==> src/rtl/wsrl_pkg.sv <==
`timescale 1ns / 1ps
// Shared types, direction codes and speed encode/decode helpers for the
// wheel speed ramp limiter. No dependencies.
package wsrl_pkg;

    typedef logic signed [8:0] speed_t;
    typedef logic signed [9:0] speed_ext_t;

    localparam logic [1:0] DIR_STOP = 2'd0;
    localparam logic [1:0] DIR_FWD  = 2'd1;
    localparam logic [1:0] DIR_REV  = 2'd2;

    localparam logic [7:0] MIN_RAMP = 8'h10;
    localparam logic [7:0] MAX_MAG  = 8'hFF;

    function automatic speed_t decode_speed(input logic [1:0] dir, input logic [7:0] mag);
        speed_t m;
        speed_t s;
        m = speed_t'({1'b0, mag & MAX_MAG});
        unique case (dir)
            DIR_FWD: s = m;
            DIR_REV: s = -m;
            default: s = '0;
        endcase
        return s;
    endfunction

    function automatic logic [1:0] encode_dir(input speed_t s);
        logic [1:0] d;
        priority if (s > 0)
            d = DIR_FWD;
        else if (s < 0)
            d = DIR_REV;
        else
            d = DIR_STOP;
        return d;
    endfunction

    function automatic logic [7:0] encode_mag(input speed_t s);
        logic [8:0] neg;
        neg = 9'd0 - s;
        return (s < 0) ? neg[7:0] : s[7:0];
    endfunction

endpackage

==> src/rtl/wheel_speed_ramp_limiter_unit.sv <==
`timescale 1ns / 1ps
// Top level of the wheel speed ramp limiter: sequencer around one shared
// ramp unit that serves both wheels. Depends on wsrl_pkg.
//
// Usage:
//   Input channel in_valid/in_ready carries one target request (direction and
//   magnitude per wheel). Output channel out_valid/out_ready carries the step
//   commands; the final command of a run has last_step set.
//   cfg_we/cfg_wdata write ramp_step (values below 16 act as 16); write only
//   while idle.
//   Each step runs the shared ramp unit once per wheel, left then right, then
//   holds the command in the output register until the receiver takes it.
//   A request gives up to 33 results, the last of them with last_step set.
//   in_ready is high only while no run is in progress.
//   When out_ready is low the command holds and the sequencer waits.
//   Reset clears both wheel speeds to zero and ramp_step to 16.
module wheel_speed_ramp_limiter_unit (
    input  logic       clk,
    input  logic       rst_n,
    input  logic       cfg_we,
    input  logic [7:0] cfg_wdata,
    input  logic       in_valid,
    output logic       in_ready,
    input  logic [1:0] target_left_dir,
    input  logic [7:0] target_left_mag,
    input  logic [1:0] target_right_dir,
    input  logic [7:0] target_right_mag,
    output logic       out_valid,
    input  logic       out_ready,
    output logic [1:0] step_left_dir,
    output logic [7:0] step_left_mag,
    output logic [1:0] step_right_dir,
    output logic [7:0] step_right_mag,
    output logic       last_step
);

    typedef enum logic [1:0] {
        ST_IDLE,
        ST_RAMP_L,
        ST_RAMP_R,
        ST_EMIT
    } state_t;

    state_t             state_reg, state_next;
    logic [7:0]         ramp_step_reg, ramp_step_next;
    wsrl_pkg::speed_t   cur_left_reg, cur_left_next;
    wsrl_pkg::speed_t   cur_right_reg, cur_right_next;
    wsrl_pkg::speed_t   tgt_left_reg, tgt_left_next;
    wsrl_pkg::speed_t   tgt_right_reg, tgt_right_next;
    logic               left_ok_reg, left_ok_next;
    logic               last_reg, last_next;

    // shared ramp unit
    logic                 sel_right;
    wsrl_pkg::speed_t     ru_cur;
    wsrl_pkg::speed_t     ru_tgt;
    wsrl_pkg::speed_ext_t ru_cur_x;
    wsrl_pkg::speed_ext_t ru_tgt_x;
    wsrl_pkg::speed_ext_t ru_step_x;
    wsrl_pkg::speed_ext_t ru_up;
    wsrl_pkg::speed_ext_t ru_dn;
    logic [7:0]           eff_step;
    wsrl_pkg::speed_t     ru_out;
    logic                 ru_ok;

    assign sel_right = (state_reg == ST_RAMP_R);
    assign ru_cur    = sel_right ? cur_right_reg : cur_left_reg;
    assign ru_tgt    = sel_right ? tgt_right_reg : tgt_left_reg;
    assign eff_step  = (ramp_step_reg < wsrl_pkg::MIN_RAMP) ? wsrl_pkg::MIN_RAMP
                                                            : ramp_step_reg;
    assign ru_cur_x  = wsrl_pkg::speed_ext_t'(ru_cur);
    assign ru_tgt_x  = wsrl_pkg::speed_ext_t'(ru_tgt);
    assign ru_step_x = wsrl_pkg::speed_ext_t'({2'b00, eff_step});
    assign ru_up     = ru_cur_x + ru_step_x;
    assign ru_dn     = ru_cur_x - ru_step_x;

    always_comb
    begin
        ru_ok  = 1'b0;
        ru_out = ru_cur;
        priority if (ru_tgt > ru_cur)
            ru_out = (ru_tgt_x > ru_up) ? ru_up[8:0] : ru_tgt;
        else if (ru_tgt < ru_cur)
            ru_out = (ru_tgt_x < ru_dn) ? ru_dn[8:0] : ru_tgt;
        else
            ru_ok = 1'b1;
    end

    always_comb
    begin
        state_next     = state_reg;
        ramp_step_next = ramp_step_reg;
        cur_left_next  = cur_left_reg;
        cur_right_next = cur_right_reg;
        tgt_left_next  = tgt_left_reg;
        tgt_right_next = tgt_right_reg;
        left_ok_next   = left_ok_reg;
        last_next      = last_reg;
        if (cfg_we)
            ramp_step_next = cfg_wdata;
        unique case (state_reg)
            ST_IDLE:
            begin
                if (in_valid)
                begin
                    tgt_left_next  = wsrl_pkg::decode_speed(target_left_dir, target_left_mag);
                    tgt_right_next = wsrl_pkg::decode_speed(target_right_dir, target_right_mag);
                    state_next     = ST_RAMP_L;
                end
            end
            ST_RAMP_L:
            begin
                cur_left_next = ru_out;
                left_ok_next  = ru_ok;
                state_next    = ST_RAMP_R;
            end
            ST_RAMP_R:
            begin
                cur_right_next = ru_out;
                last_next      = left_ok_reg & ru_ok;
                state_next     = ST_EMIT;
            end
            ST_EMIT:
            begin
                if (out_ready)
                    state_next = last_reg ? ST_IDLE : ST_RAMP_L;
            end
            default: state_next = ST_IDLE;
        endcase
    end

    always_ff @(posedge clk or negedge rst_n)
    begin
        if (!rst_n)
        begin
            state_reg     <= ST_IDLE;
            ramp_step_reg <= wsrl_pkg::MIN_RAMP;
            cur_left_reg  <= '0;
            cur_right_reg <= '0;
            left_ok_reg   <= 1'b0;
            last_reg      <= 1'b0;
        end
        else
        begin
            state_reg     <= state_next;
            ramp_step_reg <= ramp_step_next;
            cur_left_reg  <= cur_left_next;
            cur_right_reg <= cur_right_next;
            left_ok_reg   <= left_ok_next;
            last_reg      <= last_next;
        end
    end

    always_ff @(posedge clk)
    begin
        tgt_left_reg  <= tgt_left_next;
        tgt_right_reg <= tgt_right_next;
    end

    assign in_ready       = (state_reg == ST_IDLE);
    assign out_valid      = (state_reg == ST_EMIT);
    assign step_left_dir  = wsrl_pkg::encode_dir(cur_left_reg);
    assign step_left_mag  = wsrl_pkg::encode_mag(cur_left_reg);
    assign step_right_dir = wsrl_pkg::encode_dir(cur_right_reg);
    assign step_right_mag = wsrl_pkg::encode_mag(cur_right_reg);
    assign last_step      = last_reg;

`ifndef SYNTHESIS
    // no new request while a command is pending
    a_ready_excl: assert property (@(posedge clk) disable iff (!rst_n)
        !(in_ready && out_valid))
        else $error("in_ready and out_valid both high");

    // stalled command keeps speeds
    a_stall_hold: assert property (@(posedge clk) disable iff (!rst_n)
        out_valid && !out_ready |=> out_valid && $stable(cur_left_reg)
            && $stable(cur_right_reg) && $stable(last_reg))
        else $error("stalled command changed");

    // last command means both targets reached
    a_last_met: assert property (@(posedge clk) disable iff (!rst_n)
        out_valid && last_reg |-> cur_left_reg == tgt_left_reg
            && cur_right_reg == tgt_right_reg)
        else $error("last step before targets met");

    // speed stays within magnitude range
    a_speed_range: assert property (@(posedge clk) disable iff (!rst_n)
        cur_left_reg != -9'sd256 && cur_right_reg != -9'sd256)
        else $error("wheel speed out of range");

    // run ends after the last command is taken
    a_run_end: assert property (@(posedge clk) disable iff (!rst_n)
        out_valid && out_ready && last_reg |=> in_ready)
        else $error("sequencer did not return to idle");
`endif

endmodule
==> config.mk <==
export PLATFORM = sky130hd
export DESIGN_NAME = wheel_speed_ramp_limiter_unit
export DESIGN_NICKNAME = d
export VERILOG_FILES = /design/src/rtl/wsrl_pkg.sv /design/src/rtl/wheel_speed_ramp_limiter_unit.sv
export SDC_FILE = /design/constraint.sdc
export NUM_CORES = 1
export LEC_CHECK = 0
export ABC_AREA = 1
export BUFFER_PORTS_ARGS = -buffer_cell sky130_fd_sc_hd__buf_4
export CAP_MARGIN = 20
export CORE_ASPECT_RATIO = 0.6
export CORE_MARGIN = 4
export CORE_UTILIZATION = 60
export DETAILED_ROUTE_END_ITERATION = 8
export PLACE_DENSITY = 0.82
export SLEW_MARGIN = 10
export SYNTH_ARGS = -nofsm -noshare
export SYNTH_HDL_FRONTEND = slang
export SYNTH_SLANG_ARGS = --single-unit
==> constraint.sdc <==
create_clock -name clk -period 4.4 [get_ports clk]
set_clock_uncertainty 0.2 [all_clocks]
set_input_delay 0.44 -clock clk [delete_from_list [all_inputs] [get_ports clk]]
set_output_delay 0.44 -clock clk [all_outputs]
set_load 0.02 [all_outputs]
==> run metrics <==
Async S/R FF share, synth 0.625; CTS Buf Count 5; final hold violation count 0; Tcrit/Tclk final 0.968; total area of sequential cells 1290 um^2; Layout Nets 877; top cells by count, synth nand2_1, inv_1, nand3_1, ha_1, o21ai_0; worst-path maximum fanout 18; CTS tree yes; Remaining Overflow, GRT 0; Worst EP required 4.44 ns; Syn Area/Cell 6.83 um^2; Filler cells 636; Chip Width 125 um; clock root cell clkbuf_16; final setup fails 0; Routed Antenna Nets 0; first-pass GRT wire length 23.4 mm; flop-to-flop setup slack 0.14 ns; Residual DRC 0; Max-cap violations 0; IO Port Bufs 55; status completed; clock latency on the worst-skew pair 0.30 ns; top_reg_cell synth dfrtp_1; min Tclk post-route 4.26 ns; chip height 78.2 um; gr usage total 0.299; RR Endpoint cur_left_reg[7]; Area growth, synth to finish 18.8%; H-tree lvl count 2; Pre-antenna DRT Iters 5; wire per inst 16.4 um; Initial Util 0.621; Worst setup EP type flop; Slowest-stage cell, CP dfrtp_1; vias 4,994; register bit total from synthesis 48; Synth top area share 0.158; final RePlAce weighted congestion 0.987; Worst R2R Start state_reg[0]; worst slew margin relative to its limit 0.504; initial drt markers 527; die area 9780 um^2; actual slew at the worst max-slew pin 0.744 ns; share of layout cells above drive strength 1 0.197; Final Max Tran Viols 0; Yosys top cell by area nand2_1; max incr delay on CP 0.43 ns; syn_nets 813; Hold Crit Class in2reg; Worst setup endpoint cur_left_reg[7]; Synth Instances 722; largest buffer count on any clock path 2; FP Rows 25; CP Launch Type flop; WS Path Type reg2reg; post-DP HPWL 11.8 mm; Max Fclk 235 MHz; Multi-input gate area 3160 um^2; final WL 14.7 mm; Placeable Area 7950 um^2; CP startpoint state_reg[0]; pin count of the biggest net entering global routing 31; WP data arrival 4.30 ns; initial antenna violation count 0; clk slew on worst S/H paths 0.07 ns; Reg2Reg Depth 26; Seq/Total Area, Yosys 0.262; CTS sink cnt 48; most frequent cell after synthesis nand2_1; top cells by area, synth nand2_1, dfrtp_1, ha_1, edfxtp_1, inv_1; mapped cell area 4930 um^2; Most common cell on crit path nand2_1; Yosys warning count 0; Ports 56; Post-synth EDFFs 18; setup TNS 0 ns; Via density 5.58; vias in the first global route 4,580; Inserted Diodes 0; synth unique cells 40
## per-stage QoR
stage / instances / hold slack (ns) / cell area (um^2) / utilization / setup slack [ns]
2_1_floorplan: 722 / -0.0556 / 4930 / - / 0.511
5_1_grt: 895 / 0.144 / 5860 / 0.737 / -0.0249
3_5_place_dp: 885 / 0.197 / 5520 / 0.694 / 0.0236
6_report: 895 / 0.151 / 5860 / 0.737 / 0.140
3_3_place_gp: 885 / 0.190 / 5520 / 0.694 / 0.101
4_1_cts: 894 / 0.150 / 5720 / 0.720 / 0.0327
## per-layer routing
| metal | track usage | share of wire |
|---|---|---|
| met5 | 0 | 0 |
| met2 | 0.430 | 0.40 |
| met1 | 0.453 | 0.47 |
| met3 | 0.0693 | 0.11 |
| met4 | 0.0671 | 0.021 |
## worst max-delay path: cells and delay by family (launching register included)
family | cells | cell delay, ns
AND/OR/NAND/NOR | 17 | 1.76
adder cells (fa/ha/maj) | 3 | 0.96
buffers and inverters | 4 | 0.58
flip-flops | 1 | 0.43
AO/OA/AOI/OAI | 2 | 0.26
## worst min-delay path by stage
stage                      start                to  slack (ns)  cells past startpoint
detailed placement         rst_n  ramp_step_reg[7]        0.20                      1
global route        cfg_wdata[3]  ramp_step_reg[3]        0.14                      3
global placement           rst_n  ramp_step_reg[6]        0.19                      1
floorplan                  rst_n   cur_left_reg[0]       -0.06                      0
CTS                 cfg_wdata[3]  ramp_step_reg[3]        0.15                      3
finish              cfg_wdata[3]  ramp_step_reg[3]        0.15                      3
## area by class of cell
cell class | count | share of cell area
multi-input cells | 528 | 0.539
flip-flops and latches | 48 | 0.221
repair buffers | 77 | 0.103
inverters | 126 | 0.0812
clock buffers | 6 | 0.0256
well taps | 108 | 0.0231
clock inverters | 2 | 0.00662
## cells in the final DEF (no fill, tap or decap), drive strengths merged, types with 6 or more instances in the layout
| cell type | count |
|---|---|
| nand2 | 217 |
| inv | 127 |
| nand3 | 81 |
| buf | 76 |
| ha | 56 |
| o21ai | 45 |
| nor2 | 38 |
| dfrtp | 29 |
| a21oi | 21 |
| xor2 | 20 |
| edfxtp | 18 |
| nor3 | 12 |
| or2 | 10 |
| o22ai | 8 |
| clkbuf | 6 |
## kinds of logic (layout without fill, tap and decap cells)
group | count (synthesis) | in the layout | share of synthesized area
and+or+nand+nor | 368 | 368 | 0.338
buffers and inverters | 146 | 211 | 0.122
AOI/OAI and AO/OA | 81 | 81 | 0.0898
adders and majority gates | 58 | 58 | 0.150
DFF | 48 | 48 | 0.262
xor gates and xnor gates | 20 | 20 | 0.0355
muxes | 1 | 1 | 0.00228
## repair_timing
item / in CTS / in global routing
endpoints found under the setup margin: 2 / 18
buffers inserted: 0 / 1
gates resized for setup: 1 / 27
hold buffers: 1 / 0
hold endpoints to repair: 29 / 0
Power is not shown: default switching activity piles up to over one toggle a cycle in this logic, so the estimate is an artifact.
